--- config.mk ---
export PLATFORM = sky130hd
export DESIGN_NAME = sfsl_cell
export DESIGN_NICKNAME = d
export VERILOG_FILES = /design/src/sfsl_pkg.sv /design/src/sfsl_cell.sv
export SDC_FILE = /design/constraint.sdc
export NUM_CORES = 1
export LEC_CHECK = 0
export BUFFER_PORTS_ARGS = -buffer_cell sky130_fd_sc_hd__buf_2
export CELL_PAD_IN_SITES_DETAIL_PLACEMENT = 1
export CELL_PAD_IN_SITES_GLOBAL_PLACEMENT = 2
export CORE_UTILIZATION = 21
export CTS_CLUSTER_SIZE = 40
export DETAILED_ROUTE_END_ITERATION = 8
export PLACE_DENSITY_LB_ADDON = 0.1
export SLEW_MARGIN = 20
export SYNTH_ARGS = -nofsm -noshare
export SYNTH_HDL_FRONTEND = slang
export SYNTH_SLANG_ARGS = --single-unit
--- constraint.sdc ---
create_clock -name i_clk -period 3.3 [get_ports i_clk]
set_clock_uncertainty 0.2 [all_clocks]
set_input_delay 0.495 -clock i_clk [delete_from_list [all_inputs] [get_ports i_clk]]
set_output_delay 0.495 -clock i_clk [all_outputs]
set_load 0.005 [all_outputs]
--- src/sfsl_pkg.sv ---
// sfsl_pkg: shared widths, command and status codes, and the types passed
// between the sorted slot list top level and its cells
// no dependencies
package sfsl_pkg;

    localparam int ID_W         = 32;
    localparam int SIZE_W       = 48;
    localparam int OCC_W        = 7;
    localparam int CMD_W        = 2;
    localparam int STATUS_W     = 2;
    localparam int DEF_CAPACITY = 64;

    typedef enum logic [CMD_W-1:0] {
        CMD_INSERT  = 2'd0,
        CMD_POP_MAX = 2'd1,
        CMD_POP_MIN = 2'd2,
        CMD_REMOVE  = 2'd3
    } t_cmd;

    localparam logic [STATUS_W-1:0] ST_OK   = 2'd0;
    localparam logic [STATUS_W-1:0] ST_MISS = 2'd1;
    localparam logic [STATUS_W-1:0] ST_FULL = 2'd2;

    // one held slot
    typedef struct packed {
        logic              valid;
        logic [ID_W-1:0]   id;
        logic [SIZE_W-1:0] size;
    } t_entry;

    // control broadcast from the sequencer to every cell
    typedef struct packed {
        logic cmp;     // compare phase: cells latch their hit flag
        logic apply;   // update phase: cells shift or load
        t_cmd cmd;
        logic ins_ok;  // insert allowed (table not full)
    } t_ctl;

endpackage

--- src/sfsl_cell.sv ---
// sfsl_cell: one position of the sorted slot chain, holds one entry and a hit flag
// depends on sfsl_pkg
module sfsl_cell (
    input  logic                        i_clk,
    input  logic                        i_rst_n,
    input  sfsl_pkg::t_ctl              i_ctl,
    input  logic [sfsl_pkg::ID_W-1:0]   i_id,
    input  logic [sfsl_pkg::SIZE_W-1:0] i_size,
    input  sfsl_pkg::t_entry            i_prev,   // neighbor toward the largest end
    input  sfsl_pkg::t_entry            i_next,   // neighbor toward the smallest end
    input  logic                        i_found,  // a hit lies before this cell
    output logic                        o_found,  // a hit lies here or before
    output sfsl_pkg::t_entry            o_entry,
    output sfsl_pkg::t_entry            o_pick    // own entry if taken out, else zero
);
    import sfsl_pkg::*;

    logic              r_valid;
    logic [ID_W-1:0]   r_id;
    logic [SIZE_W-1:0] r_size;
    logic              r_hit;

    logic              n_valid;
    logic [ID_W-1:0]   n_id;
    logic [SIZE_W-1:0] n_size;
    logic              n_hit;
    logic              w_take;
    logic              w_incl;

    assign o_entry = '{valid: r_valid, id: r_id, size: r_size};
    assign w_incl  = i_found | r_hit;
    assign o_found = w_incl;
    assign w_take  = r_hit & ~i_found;

    always_comb begin
        n_hit = r_hit;
        if (i_ctl.cmp) begin
            unique case (i_ctl.cmd)
                // new entry goes ahead of this one
                CMD_INSERT:  n_hit = ~r_valid || (i_size > r_size) ||
                                     (i_size == '0 && r_size == '0);
                CMD_POP_MAX: n_hit = r_valid;
                CMD_POP_MIN: n_hit = r_valid & ~i_next.valid;
                CMD_REMOVE:  n_hit = r_valid && (r_id == i_id);
                default:     n_hit = 1'b0;
            endcase
        end
    end

    always_comb begin
        n_valid = r_valid;
        n_id    = r_id;
        n_size  = r_size;
        if (i_ctl.apply) begin
            if (i_ctl.cmd == CMD_INSERT) begin
                if (i_ctl.ins_ok) begin
                    if (w_take) begin
                        n_valid = 1'b1;
                        n_id    = i_id;
                        n_size  = i_size;
                    end else if (i_found) begin
                        n_valid = i_prev.valid;
                        n_id    = i_prev.id;
                        n_size  = i_prev.size;
                    end
                end
            end else if (w_incl) begin
                // close the gap left by the removed entry
                n_valid = i_next.valid;
                n_id    = i_next.id;
                n_size  = i_next.size;
            end
        end
    end

    always_comb begin
        o_pick = '0;
        if (w_take && i_ctl.cmd != CMD_INSERT) begin
            o_pick = o_entry;
        end
    end

    always_ff @(posedge i_clk) begin
        if (!i_rst_n) begin
            r_valid <= 1'b0;
            r_hit   <= 1'b0;
        end else begin
            r_valid <= n_valid;
            r_hit   <= n_hit;
        end
    end

    always_ff @(posedge i_clk) begin
        r_id   <= n_id;
        r_size <= n_size;
    end

endmodule

==> flow_results.xml, run 1 <==
<?xml version="1.0" encoding="UTF-8"?>
<metrics>
  <group name="yosys">
    <metric name="syn-instance-count" unit="">713</metric>
    <metric name="synth_cell_type_count" unit="">43</metric>
    <metric name="synth-async-reset-ratio" unit="">0</metric>
    <metric name="synth_top_flop_cell" unit="">sky130_fd_sc_hd__edfxtp_1</metric>
    <metric name="synthesis.area" unit="um2">6490</metric>
    <metric name="syn-num-nets" unit="">1011</metric>
    <metric name="synth_edf_count" unit="">80</metric>
    <metric name="synth.ff_latch_count" unit="">82</metric>
    <metric name="postSynthAreaPerCell" unit="um2">9.10</metric>
    <metric name="ys_seq_area_frac" unit="">0.376</metric>
    <metric name="synth_warnings" unit="">0</metric>
  </group>
  <group name="floorplanning">
    <metric name="fp.dieArea" unit="um2">31600</metric>
    <metric name="fp.dieH" unit="um">178</metric>
    <metric name="floorplan.initialDensity" unit="">0.216</metric>
    <metric name="fp.coreArea" unit="um2">30000</metric>
    <metric name="std_cell_rows" unit="">63</metric>
    <metric name="ioPinCount" unit="">413</metric>
    <metric name="die_width" unit="um">178</metric>
  </group>
  <group name="power">
    <metric name="leakage_dissipation" unit="uW">0.00496</metric>
    <metric name="maximum_vdd_drop" unit="mV">0.227</metric>
    <metric name="pwr_density_cell" unit="nW/um2">344</metric>
  </group>
  <group name="cts">
    <metric name="cts.sink_count" unit="">82</metric>
    <metric name="root_buffer" unit="">sky130_fd_sc_hd__clkbuf_16</metric>
    <metric name="cts.repair_timing.setup_buffer_count" unit="">0</metric>
    <metric name="longest_clk_path_bufs" unit="">2</metric>
    <metric name="clock_pin_slew_reported_for_the_worst_setup_and_hold_paths_after_clock_tree_synthesis" unit="ps">70</metric>
    <metric name="cts_max_level" unit="">3</metric>
    <metric name="post_cts_resized" unit="">0</metric>
    <metric name="tritoncts_clock_tree" unit="">built</metric>
    <metric name="num_cts_buffers" unit="">9</metric>
    <metric name="hold_buffers" unit="">0</metric>
    <metric name="clk_latency" unit="ps">350</metric>
  </group>
  <group name="grt">
    <metric name="globalRouteOverflowTotal" unit="">0</metric>
    <metric name="vias_in_the_first_global_route" unit="">7009</metric>
    <metric name="grtUsageTotal" unit="">0.197</metric>
    <metric name="first_pass_grt_wire_length" unit="um">45700</metric>
    <metric name="grt_max_degree" unit="">162</metric>
    <metric name="antenna_found_initial" unit="">7</metric>
  </group>
  <group name="setup_path">
    <metric name="worstPathMaxFanout" unit="">71</metric>
    <metric name="timing.critical_path.required" unit="ps">2600</metric>
    <metric name="setup.worst_path.start" unit="">r_hit</metric>
    <metric name="criticalPathCategory" unit="">reg -&gt; out</metric>
    <metric name="critical_path.reg2reg.startpoint" unit="">r_size[27]</metric>
    <metric name="critPathLaunchType" unit="">flip-flop</metric>
    <metric name="endpoint_type_of_the_worst_setup_path" unit="">primary output</metric>
    <metric name="worst_endpoint_data_arrival_time" unit="ps">1860</metric>
  </group>
  <group name="timing">
    <metric name="setup_tns" unit="ps">0</metric>
    <metric name="final.period_utilization" unit="">0.773</metric>
    <metric name="worst_slew_pin_slew" unit="ps">804</metric>
    <metric name="timing.max_slew.rel_slack" unit="">0.459</metric>
    <metric name="period_minus_slack" unit="ps">2550</metric>
    <metric name="hold_viol_final" unit="">0</metric>
    <metric name="grt_setup_unrepaired" unit="">false</metric>
    <metric name="slew_violations" unit="">0</metric>
    <metric name="final-setup-viol-count" unit="">0</metric>
    <metric name="upper_clock_frequency_limit" unit="MHz">392</metric>
  </group>
  <group name="cells_and_area">
    <metric name="flow.area_growth_from_synthesis" unit="%">43.8</metric>
    <metric name="num-fill-cells" unit="">3699</metric>
    <metric name="final_cell_count_no_fill" unit="">1503</metric>
    <metric name="final_layout_size_suffix_gt1_frac" unit="">0.405</metric>
    <metric name="seqCellArea" unit="um2">2440</metric>
    <metric name="final_net_count" unit="">1402</metric>
    <metric name="area_taken_by_multi_input_logic_gates" unit="um2">3710</metric>
  </group>
  <group name="flow_run">
    <metric name="cap_violations" unit="">0</metric>
  </group>
  <group name="drt">
    <metric name="first_pass_iters" unit="">4</metric>
    <metric name="via_count" unit="">6798</metric>
    <metric name="routed_via_density" unit="">4.52</metric>
    <metric name="route.detailed.drc" unit="">0</metric>
    <metric name="finalWirelength" unit="um">31700</metric>
    <metric name="dr.first_iter.drc_count" unit="">245</metric>
    <metric name="routedWlPerCell" unit="um">21.1</metric>
    <metric name="route.antenna.remaining_nets" unit="">0</metric>
  </group>
  <group name="placed_design">
    <metric name="port_buffers" unit="">412</metric>
    <metric name="gpl.final_weighted_congestion" unit="">0.767</metric>
    <metric name="hpwl" unit="um">25500</metric>
    <metric name="number_of_instances_in_the_placed_design" unit="">1483</metric>
  </group>
  <group name="min_path">
    <metric name="min-delay-path-class" unit="">in -&gt; reg</metric>
    <metric name="min-delay-start" unit="">i_rst_n</metric>
  </group>
  <group name="run_status">
    <metric name="outcome" unit="">completed</metric>
  </group>
</metrics>
-- per-layer routing --
metal  up-vias  GRT usage  share of wire
li1       3363          -              -
met2       227      0.338           0.49
met5         -          0         0.0016
met4         8     0.0356         0.0087
met1      3179      0.251           0.44
met3        21     0.0484          0.068
-- power by group --
part	switching, uW	internal [uW]
sequential	65.4	1230
clock	476	668
combinational	426	345
total	968	2250
-- logic make-up after synthesis --
group	after synthesis	synth area share
compound gates	125	0.108
buf+inv	91	0.0565
xor+xnor	32	0.0432
mux	80	0.123
fa+ha+maj	48	0.0925
simple gates	255	0.200
flops	82	0.376
-- cells in the final DEF, fill, tap and decap left out, types with 2 or more instances in the layout --
cell	synthesis	final
sky130_fd_sc_hd__diode_2	0	4
sky130_fd_sc_hd__nor2b_1	2	2
sky130_fd_sc_hd__a21oi_1	17	17
sky130_fd_sc_hd__nor3_1	52	52
sky130_fd_sc_hd__nand2_1	93	93
sky130_fd_sc_hd__clkbuf_1	28	3
sky130_fd_sc_hd__a21o_1	6	6
sky130_fd_sc_hd__dfxtp_1	2	2
sky130_fd_sc_hd__ha_1	48	48
sky130_fd_sc_hd__nand4_1	22	22
sky130_fd_sc_hd__nor4_1	29	29
sky130_fd_sc_hd__o21ai_0	87	87
sky130_fd_sc_hd__buf_4	3	6
sky130_fd_sc_hd__mux2i_1	80	80
sky130_fd_sc_hd__edfxtp_1	80	80
sky130_fd_sc_hd__buf_2	11	412
sky130_fd_sc_hd__bufinv_16	0	2
sky130_fd_sc_hd__xor2_1	19	19
sky130_fd_sc_hd__nand3_1	3	3
sky130_fd_sc_hd__inv_1	49	49
sky130_fd_sc_hd__xnor2_1	13	13
sky130_fd_sc_hd__clkbuf_16	0	9
sky130_fd_sc_hd__and2_1	33	33
sky130_fd_sc_hd__nor2_1	12	10
sky130_fd_sc_hd__buf_12	0	4
-- state kept, by name (all words and copies together), names as in the netlist --
signal   flops
r_valid      1
r_id        32
r_size      48
r_hit        1
-- metrics by stage --
stage	power (uW)	instance area, um2	hold slack, ps	utilization	setup slack (ps)
CTS	3270	9320	201	0.310	745
detailed placement	2110	9010	389	0.300	580
global route	3390	9330	220	0.311	613
finish	3210	9330	214	0.311	747
floorplan	1670	6490	284	-	492
global placement	2100	9010	372	0.300	529
-- critical path, cell delays in order (launching register included) --
cell and delay (ps):
sky130_fd_sc_hd__dfxtp_1 430, sky130_fd_sc_hd__nand2b_4 230, sky130_fd_sc_hd__buf_12 280, sky130_fd_sc_hd__nor3_1 290, sky130_fd_sc_hd__buf_2 170
-- path summary, 6_finish.rpt --
path / depth (start not counted) / end / slack (ps)
worst min-delay path: 2 / r_valid / 210
worst max register to register: 9 / r_hit / 810
worst min register to register: 2 / r_valid / 380
worst max-delay path: 4 / o_pick[38] / 750
-- synth_stat cells (2+ instances only) --
cell type                  instances  area share
sky130_fd_sc_hd__inv_1            49       0.028
sky130_fd_sc_hd__o21ai_0          87       0.067
sky130_fd_sc_hd__dfxtp_1           2      0.0062
sky130_fd_sc_hd__nor2b_1           2      0.0019
sky130_fd_sc_hd__xor2_1           19       0.026
sky130_fd_sc_hd__xnor2_1          13       0.018
sky130_fd_sc_hd__nand2_1          93       0.054
sky130_fd_sc_hd__nor2_1           12      0.0069
sky130_fd_sc_hd__clkbuf_1         28       0.016
sky130_fd_sc_hd__buf_2            11      0.0085
sky130_fd_sc_hd__nand4_1          22       0.021
sky130_fd_sc_hd__o211a_1           2      0.0031
sky130_fd_sc_hd__nor4_1           29       0.028
sky130_fd_sc_hd__nand2b_1          2      0.0019
sky130_fd_sc_hd__nor3_1           52       0.040
sky130_fd_sc_hd__buf_4             3      0.0035
sky130_fd_sc_hd__a21oi_1          17       0.013
sky130_fd_sc_hd__edfxtp_1         80        0.37
sky130_fd_sc_hd__nand3_1           3      0.0023
sky130_fd_sc_hd__and2_1           33       0.032
sky130_fd_sc_hd__mux2i_1          80        0.12
sky130_fd_sc_hd__a21o_1            6      0.0069
sky130_fd_sc_hd__ha_1             48       0.093
-- final cells by class --
| class | instances | area share |
|---|---|---|
| Tap cell | 390 | 0.0523 |
| Clock inverter | 4 | 0.00818 |
| Clock buffer | 12 | 0.0253 |
| Multi-Input combinational cell | 540 | 0.397 |
| Antenna cell | 4 | 0.00107 |
| Timing Repair Buffer | 422 | 0.234 |
| Inverter | 49 | 0.0197 |
| Sequential cell | 82 | 0.262 |
(Power assumes the default switching activity.)
==> run 2, diff against run 1 <==
--- a/config.mk
+++ b/config.mk
@@ -8,7 +8,7 @@
 export BUFFER_PORTS_ARGS = -buffer_cell sky130_fd_sc_hd__buf_2
 export CELL_PAD_IN_SITES_DETAIL_PLACEMENT = 1
 export CELL_PAD_IN_SITES_GLOBAL_PLACEMENT = 2
-export CORE_UTILIZATION = 21
+export CORE_UTILIZATION = 23
 export CTS_CLUSTER_SIZE = 40
 export DETAILED_ROUTE_END_ITERATION = 8
 export PLACE_DENSITY_LB_ADDON = 0.1
==> constraint.sdc (replaced) <==
create_clock -name i_clk -period 2.6 [get_ports i_clk]
set_clock_uncertainty 0.2 [all_clocks]
set_input_delay 0.39 -clock i_clk [delete_from_list [all_inputs] [get_ports i_clk]]
set_output_delay 0.39 -clock i_clk [all_outputs]
set_load 0.005 [all_outputs]
==> flow_results.xml, run 2 (synthesized netlist as in run 1, its figures left out) <==
<?xml version="1.0" encoding="UTF-8"?>
<metrics>
  <group name="grt">
    <metric name="grt_max_degree" unit="">140</metric>
    <metric name="antenna_found_initial" unit="">7</metric>
    <metric name="grtUsageTotal" unit="">0.212</metric>
    <metric name="vias_in_the_first_global_route" unit="">7170</metric>
    <metric name="globalRouteOverflowTotal" unit="">0</metric>
    <metric name="first_pass_grt_wire_length" unit="um">45100</metric>
  </group>
  <group name="cts">
    <metric name="root_buffer" unit="">sky130_fd_sc_hd__clkbuf_16</metric>
    <metric name="cts.sink_count" unit="">82</metric>
    <metric name="tritoncts_clock_tree" unit="">built</metric>
    <metric name="longest_clk_path_bufs" unit="">2</metric>
    <metric name="num_cts_buffers" unit="">9</metric>
    <metric name="clock_pin_slew_reported_for_the_worst_setup_and_hold_paths_after_clock_tree_synthesis" unit="ps">70</metric>
    <metric name="cts.repair_timing.setup_buffer_count" unit="">0</metric>
    <metric name="hold_buffers" unit="">0</metric>
    <metric name="cts_max_level" unit="">3</metric>
    <metric name="post_cts_resized" unit="">1</metric>
    <metric name="clk_latency" unit="ps">360</metric>
  </group>
  <group name="drt">
    <metric name="route.detailed.drc" unit="">0</metric>
    <metric name="dr.first_iter.drc_count" unit="">213</metric>
    <metric name="via_count" unit="">6967</metric>
    <metric name="first_pass_iters" unit="">4</metric>
    <metric name="routedWlPerCell" unit="um">20.6</metric>
    <metric name="finalWirelength" unit="um">31000</metric>
    <metric name="routed_via_density" unit="">4.63</metric>
    <metric name="route.antenna.remaining_nets" unit="">0</metric>
  </group>
  <group name="setup_path">
    <metric name="critical_path.reg2reg.startpoint" unit="">r_size[28]</metric>
    <metric name="worstPathMaxFanout" unit="">3</metric>
    <metric name="critical_path.reg2reg.endpoint" unit="">r_hit</metric>
    <metric name="worst_path_largest_cell_delay" unit="ps">580</metric>
    <metric name="endpoint_type_of_the_worst_setup_path" unit="">flip-flop</metric>
    <metric name="count_of_buffering_cells_on_the_critical_path_with_inverters_included" unit="">1</metric>
    <metric name="ff_to_ff_path_depth" unit="">8</metric>
    <metric name="critPathLaunchType" unit="">flip-flop</metric>
    <metric name="criticalPathCategory" unit="">reg -&gt; reg</metric>
    <metric name="timing.critical_path.required" unit="ps">2670</metric>
    <metric name="worst_endpoint_data_arrival_time" unit="ps">2480</metric>
    <metric name="worstPathCellList" unit="">nor4_2, nand4_1, nor4_1, buf_4, nand2_1, nand3_1, a21oi_1, a211oi_2</metric>
    <metric name="slowest_stage" unit="">sky130_fd_sc_hd__nor4_2</metric>
    <metric name="cpLargestDelayFamily" unit="">simple AND/OR/NAND/NOR gates</metric>
    <metric name="timing.reg2reg.setup_slack" unit="ps">190</metric>
  </group>
  <group name="power">
    <metric name="leakage_dissipation" unit="uW">0.00504</metric>
    <metric name="power.clock.fraction" unit="">0.363</metric>
    <metric name="combPwrFrac" unit="">0.239</metric>
    <metric name="pwr_density_cell" unit="nW/um2">439</metric>
    <metric name="power_switching" unit="uW">1270</metric>
    <metric name="power.switching_fraction" unit="">0.306</metric>
    <metric name="fin_total_pwr" unit="uW">4140</metric>
    <metric name="sequentialPowerShare" unit="">0.397</metric>
    <metric name="internal_power" unit="uW">2880</metric>
    <metric name="maximum_vdd_drop" unit="mV">0.231</metric>
  </group>
  <group name="cells_and_area">
    <metric name="final_net_count" unit="">1415</metric>
    <metric name="most_used_cells_in_the_layout_excluding_fill_and_tap_cells" unit="">412 x sky130_fd_sc_hd__buf_2, 93 x sky130_fd_sc_hd__nand2_1, 87 x sky130_fd_sc_hd__o21ai_0, 80 x sky130_fd_sc_hd__mux2i_1, 80 x sky130_fd_sc_hd__edfxtp_1</metric>
    <metric name="final_cell_count_no_fill" unit="">1505</metric>
    <metric name="regMostFlops" unit="">r_size</metric>
    <metric name="final_layout_size_suffix_gt1_frac" unit="">0.415</metric>
    <metric name="fin_area" unit="um2">9440</metric>
    <metric name="most_common_cell_after_layout_fill_and_taps_aside" unit="">sky130_fd_sc_hd__buf_2</metric>
    <metric name="flow.area_growth_from_synthesis" unit="%">45.5</metric>
    <metric name="largest_reg_flops" unit="">48</metric>
    <metric name="reg.largest.list" unit="">r_size: 48 flops, r_id: 32 flops</metric>
  </group>
  <group name="floorplanning">
    <metric name="std_cell_rows" unit="">61</metric>
    <metric name="fp.dieArea" unit="um2">28900</metric>
    <metric name="fp.dieH" unit="um">170</metric>
    <metric name="floorplan.initialDensity" unit="">0.234</metric>
    <metric name="ioPinCount" unit="">413</metric>
    <metric name="die_width" unit="um">170</metric>
    <metric name="fp.coreArea" unit="um2">27800</metric>
  </group>
  <group name="timing">
    <metric name="final.period_utilization" unit="">0.926</metric>
    <metric name="timing.max_slew.rel_slack" unit="">0.481</metric>
    <metric name="grt_setup_unrepaired" unit="">false</metric>
    <metric name="slew_violations" unit="">0</metric>
    <metric name="worst_slew_pin_slew" unit="ps">771</metric>
    <metric name="period_minus_slack" unit="ps">2410</metric>
    <metric name="final-setup-viol-count" unit="">0</metric>
    <metric name="upper_clock_frequency_limit" unit="MHz">415</metric>
    <metric name="hold_viol_final" unit="">0</metric>
  </group>
  <group name="min_path">
    <metric name="min-delay-start" unit="">i_rst_n</metric>
    <metric name="holdPathEnd" unit="">r_valid</metric>
    <metric name="min-delay-path-class" unit="">in -&gt; reg</metric>
    <metric name="timing.hold.worst_path_depth" unit="">2</metric>
  </group>
  <group name="run_status">
    <metric name="outcome" unit="">completed</metric>
  </group>
  <group name="placed_design">
    <metric name="detailed_place.area" unit="um2">9090</metric>
    <metric name="number_of_instances_in_the_placed_design" unit="">1484</metric>
    <metric name="hpwl" unit="um">25500</metric>
    <metric name="gpl.final_weighted_congestion" unit="">0.780</metric>
    <metric name="port_buffers" unit="">412</metric>
  </group>
  <group name="flow_run">
    <metric name="cap_violations" unit="">0</metric>
  </group>
</metrics>
-- run 2: cell types whose count changed in the layout (fill, tap and decap cells not counted), sizes merged --
cell      previous run  this run
buf                422       435
diode                4         5
clkbuf              12         9
inv                 49        53
clkinvlp             1         0
-- run 2: stage by stage --
step           hold WS [ps]  worst slack [ps]   util  TNS [ps]
2_1_floorplan           284               459      -         0
3_3_place_gp            395             -67.0  0.327     -67.0
3_5_place_dp            385              -149  0.327      -149
4_1_cts                82.2               112  0.339         0
5_1_grt                83.3              10.9  0.340         0
6_report               98.5               192  0.340         0
-- run 2: area by class of cell --
class                   count  area [um2]
diodes                      5        12.5
clock buffers               9         225
clock inverters             7         106
fillers                  3440       18300
inverters                  49         184
multi-input cells         540        3710
flip-flops and latches     82        2440
well taps                 378         473
repair buffers            435        2280
-- run 2: power groups by stage --
| stage | Clock, uW | Sequential [uW] | Combinational (uW) |
|---|---|---|---|
| global placement | 0 | 1680 | 1000 |
| floorplan | 0 | 1650 | 465 |
| finish | 1510 | 1650 | 992 |
| global route | 1600 | 1660 | 1120 |
| detailed placement | 0 | 1680 | 1010 |
| CTS | 1560 | 1650 | 1020 |
-- run 2: metal layers --
metal  global-route usage  wire, um
met4               0.0462       345
met2                0.368     15300
met1                0.264     13100
met5                    0        23
met3               0.0521      2200
-- run 2: worst max-delay path by stage --
stage	from	end	slack, ps	depth (start not counted)
detailed placement	r_size[28]	r_hit	-150	8
finish	r_size[28]	r_hit	190	8
global route	r_size[21]	r_hit	10	9
global placement	r_size[28]	r_hit	-70	8
floorplan	r_size[41]	r_hit	460	9
CTS	r_size[28]	r_hit	110	8
==> run 3, diff against run 2 <==
--- a/config.mk
+++ b/config.mk
@@ -5,7 +5,7 @@
 export SDC_FILE = /design/constraint.sdc
 export NUM_CORES = 1
 export LEC_CHECK = 0
-export BUFFER_PORTS_ARGS = -buffer_cell sky130_fd_sc_hd__buf_2
+export BUFFER_PORTS_ARGS = -buffer_cell sky130_fd_sc_hd__buf_4
 export CELL_PAD_IN_SITES_DETAIL_PLACEMENT = 1
 export CELL_PAD_IN_SITES_GLOBAL_PLACEMENT = 2
 export CORE_UTILIZATION = 23
==> flow_results.xml, run 3 (synthesized netlist as in run 1, its figures left out) <==
<?xml version="1.0" encoding="UTF-8"?>
<metrics>
  <group name="cts">
    <metric name="cts.sink_count" unit="">82</metric>
    <metric name="clk_latency" unit="ps">350</metric>
    <metric name="cts_max_level" unit="">3</metric>
    <metric name="tritoncts_clock_tree" unit="">built</metric>
    <metric name="longest_clk_path_bufs" unit="">2</metric>
    <metric name="num_cts_buffers" unit="">9</metric>
    <metric name="root_buffer" unit="">sky130_fd_sc_hd__clkbuf_16</metric>
    <metric name="clock_pin_slew_reported_for_the_worst_setup_and_hold_paths_after_clock_tree_synthesis" unit="ps">70</metric>
  </group>
  <group name="setup_path">
    <metric name="worstPathMaxFanout" unit="">33</metric>
    <metric name="critical_path.reg2reg.startpoint" unit="">r_size[22]</metric>
    <metric name="timing.critical_path.required" unit="ps">2010</metric>
    <metric name="criticalPathCategory" unit="">reg -&gt; out</metric>
    <metric name="critPathLaunchType" unit="">flip-flop</metric>
    <metric name="endpoint_type_of_the_worst_setup_path" unit="">primary output</metric>
    <metric name="ff_to_ff_path_depth" unit="">10</metric>
    <metric name="timing.reg2reg.setup_slack" unit="ps">260</metric>
    <metric name="setup.worst_path.start" unit="">r_hit</metric>
    <metric name="worst_endpoint_data_arrival_time" unit="ps">1820</metric>
  </group>
  <group name="power">
    <metric name="pwr_density_cell" unit="nW/um2">405</metric>
    <metric name="leakage_dissipation" unit="uW">0.00532</metric>
    <metric name="maximum_vdd_drop" unit="mV">0.254</metric>
  </group>
  <group name="drt">
    <metric name="routed_via_density" unit="">4.65</metric>
    <metric name="dr.first_iter.drc_count" unit="">193</metric>
    <metric name="first_pass_iters" unit="">4</metric>
    <metric name="route.antenna.remaining_nets" unit="">0</metric>
    <metric name="finalWirelength" unit="um">31700</metric>
    <metric name="route.detailed.drc" unit="">0</metric>
    <metric name="via_count" unit="">6974</metric>
    <metric name="routedWlPerCell" unit="um">21.1</metric>
  </group>
  <group name="cells_and_area">
    <metric name="final_net_count" unit="">1417</metric>
    <metric name="final_layout_size_suffix_gt1_frac" unit="">0.415</metric>
    <metric name="antennaDiodeCount" unit="">0</metric>
    <metric name="num-fill-cells" unit="">3350</metric>
    <metric name="regMostFlops" unit="">r_size</metric>
    <metric name="largest_reg_flops" unit="">48</metric>
    <metric name="most_common_cell_after_layout_fill_and_taps_aside" unit="">sky130_fd_sc_hd__buf_4</metric>
    <metric name="flow.area_growth_from_synthesis" unit="%">61.5</metric>
    <metric name="seqCellArea" unit="um2">2440</metric>
    <metric name="most_used_cells_in_the_layout_excluding_fill_and_tap_cells" unit="">431 x sky130_fd_sc_hd__buf_4, 93 x sky130_fd_sc_hd__nand2_1, 87 x sky130_fd_sc_hd__o21ai_0, 80 x sky130_fd_sc_hd__mux2i_1, 80 x sky130_fd_sc_hd__edfxtp_1</metric>
    <metric name="reg.largest.list" unit="">r_size: 48 flops, r_id: 32 flops</metric>
    <metric name="area_taken_by_multi_input_logic_gates" unit="um2">3710</metric>
  </group>
  <group name="floorplanning">
    <metric name="fp.coreArea" unit="um2">27800</metric>
    <metric name="die_width" unit="um">170</metric>
    <metric name="std_cell_rows" unit="">61</metric>
    <metric name="ioPinCount" unit="">413</metric>
    <metric name="fp.dieH" unit="um">170</metric>
    <metric name="fp.dieArea" unit="um2">28900</metric>
    <metric name="floorplan.initialDensity" unit="">0.234</metric>
  </group>
  <group name="grt">
    <metric name="grtUsageMet1" unit="">0.270</metric>
    <metric name="grt_max_degree" unit="">60</metric>
    <metric name="antenna_found_initial" unit="">0</metric>
    <metric name="globalRouteOverflowTotal" unit="">0</metric>
    <metric name="grtUsageMet2" unit="">0.372</metric>
    <metric name="global_route.usage.met3" unit="">0.0472</metric>
    <metric name="grtUsageTotal" unit="">0.216</metric>
    <metric name="top_usage_layer" unit="">met2</metric>
    <metric name="first_pass_grt_wire_length" unit="um">45900</metric>
    <metric name="vias_in_the_first_global_route" unit="">7348</metric>
  </group>
  <group name="min_path">
    <metric name="timing.hold.worst_path_depth" unit="">3</metric>
    <metric name="min-delay-start" unit="">i_next[65]</metric>
    <metric name="min-delay-path-class" unit="">in -&gt; reg</metric>
  </group>
  <group name="flow_run">
    <metric name="cap_violations" unit="">0</metric>
  </group>
  <group name="timing">
    <metric name="grt_setup_unrepaired" unit="">false</metric>
    <metric name="upper_clock_frequency_limit" unit="MHz">415</metric>
    <metric name="final_critical_path_setup_slack" unit="ps">191</metric>
    <metric name="final-setup-viol-count" unit="">0</metric>
    <metric name="period_minus_slack" unit="ps">2410</metric>
    <metric name="timing.max_slew.rel_slack" unit="">0.577</metric>
    <metric name="smallest_hold_slack" unit="ps">106</metric>
    <metric name="worst_slew_pin_slew" unit="ps">628</metric>
    <metric name="hold_viol_final" unit="">0</metric>
    <metric name="final.period_utilization" unit="">0.926</metric>
    <metric name="slew_violations" unit="">0</metric>
  </group>
  <group name="run_status">
    <metric name="outcome" unit="">completed</metric>
  </group>
  <group name="placed_design">
    <metric name="pre_cts_ws" unit="ps">-1.98</metric>
    <metric name="gpl.final_weighted_congestion" unit="">0.787</metric>
    <metric name="hpwl" unit="um">26000</metric>
    <metric name="port_buffers" unit="">412</metric>
  </group>
</metrics>
run 3: cell count changes in the layout (fill, tap and decap cells not counted), sizes merged:
cell,before,now
buf,435,437
clkbuf,9,10
clkinvlp,0,2
diode,5,0
inv,53,49
run 3: cell type report:
class,count,share of cell area
Sequential cell,82,0.233
Inverter,49,0.0176
Multi-Input combinational cell,540,0.355
Tap cell,378,0.0451
Timing Repair Buffer,437,0.320
Clock buffer,10,0.0219
Clock inverter,5,0.00764
run 3: worst paths after layout:
check	to
worst min-delay path	r_id[17]
worst max register to register	r_hit
worst min register to register	r_valid
worst max-delay path	o_pick[64]
run 3: where the power goes:
part / internal, uW / total (uW) / switching [uW]
Clock: 837 / 1430 / 593
Combinational: 611 / 1160 / 551
Sequential: 1560 / 1650 / 83.6
run 3: worst max-delay path, stage by stage, from the launching register on:
cell                       delay, ps
sky130_fd_sc_hd__dfxtp_1         430
sky130_fd_sc_hd__nand2b_4        270
sky130_fd_sc_hd__nor2_2          150
sky130_fd_sc_hd__buf_4           310
sky130_fd_sc_hd__and2_1          180
sky130_fd_sc_hd__buf_4           110
run 3: routing by layer:
layer  wire length (um)  vias to the layer above
met5                  0                        -
met4                589                        0
met3               2180                       27
met2              15400                      247
met1              13500                     3308
li1                   -                     3392
run 3: metrics by stage:
step	area, um2	std cells	power (uW)	util	TNS, ps
5_1_grt	10500	1501	4460	0.377	0
6_report	10500	1501	4240	0.377	0
3_5_place_dp	10200	1485	2860	0.366	-1.98
2_1_floorplan	6500	713	2120	-	0
4_1_cts	10500	1500	4320	0.377	0
3_3_place_gp	10200	1485	2850	0.366	-30.5
run 3: what timing repair did:
action / in CTS / in global routing
hold buffers: 0 / 0
gates resized for setup: 1 / 0
endpoints found under the setup margin: 1 / 1
setup buffers: 0 / 1
pin swaps: 0 / 1
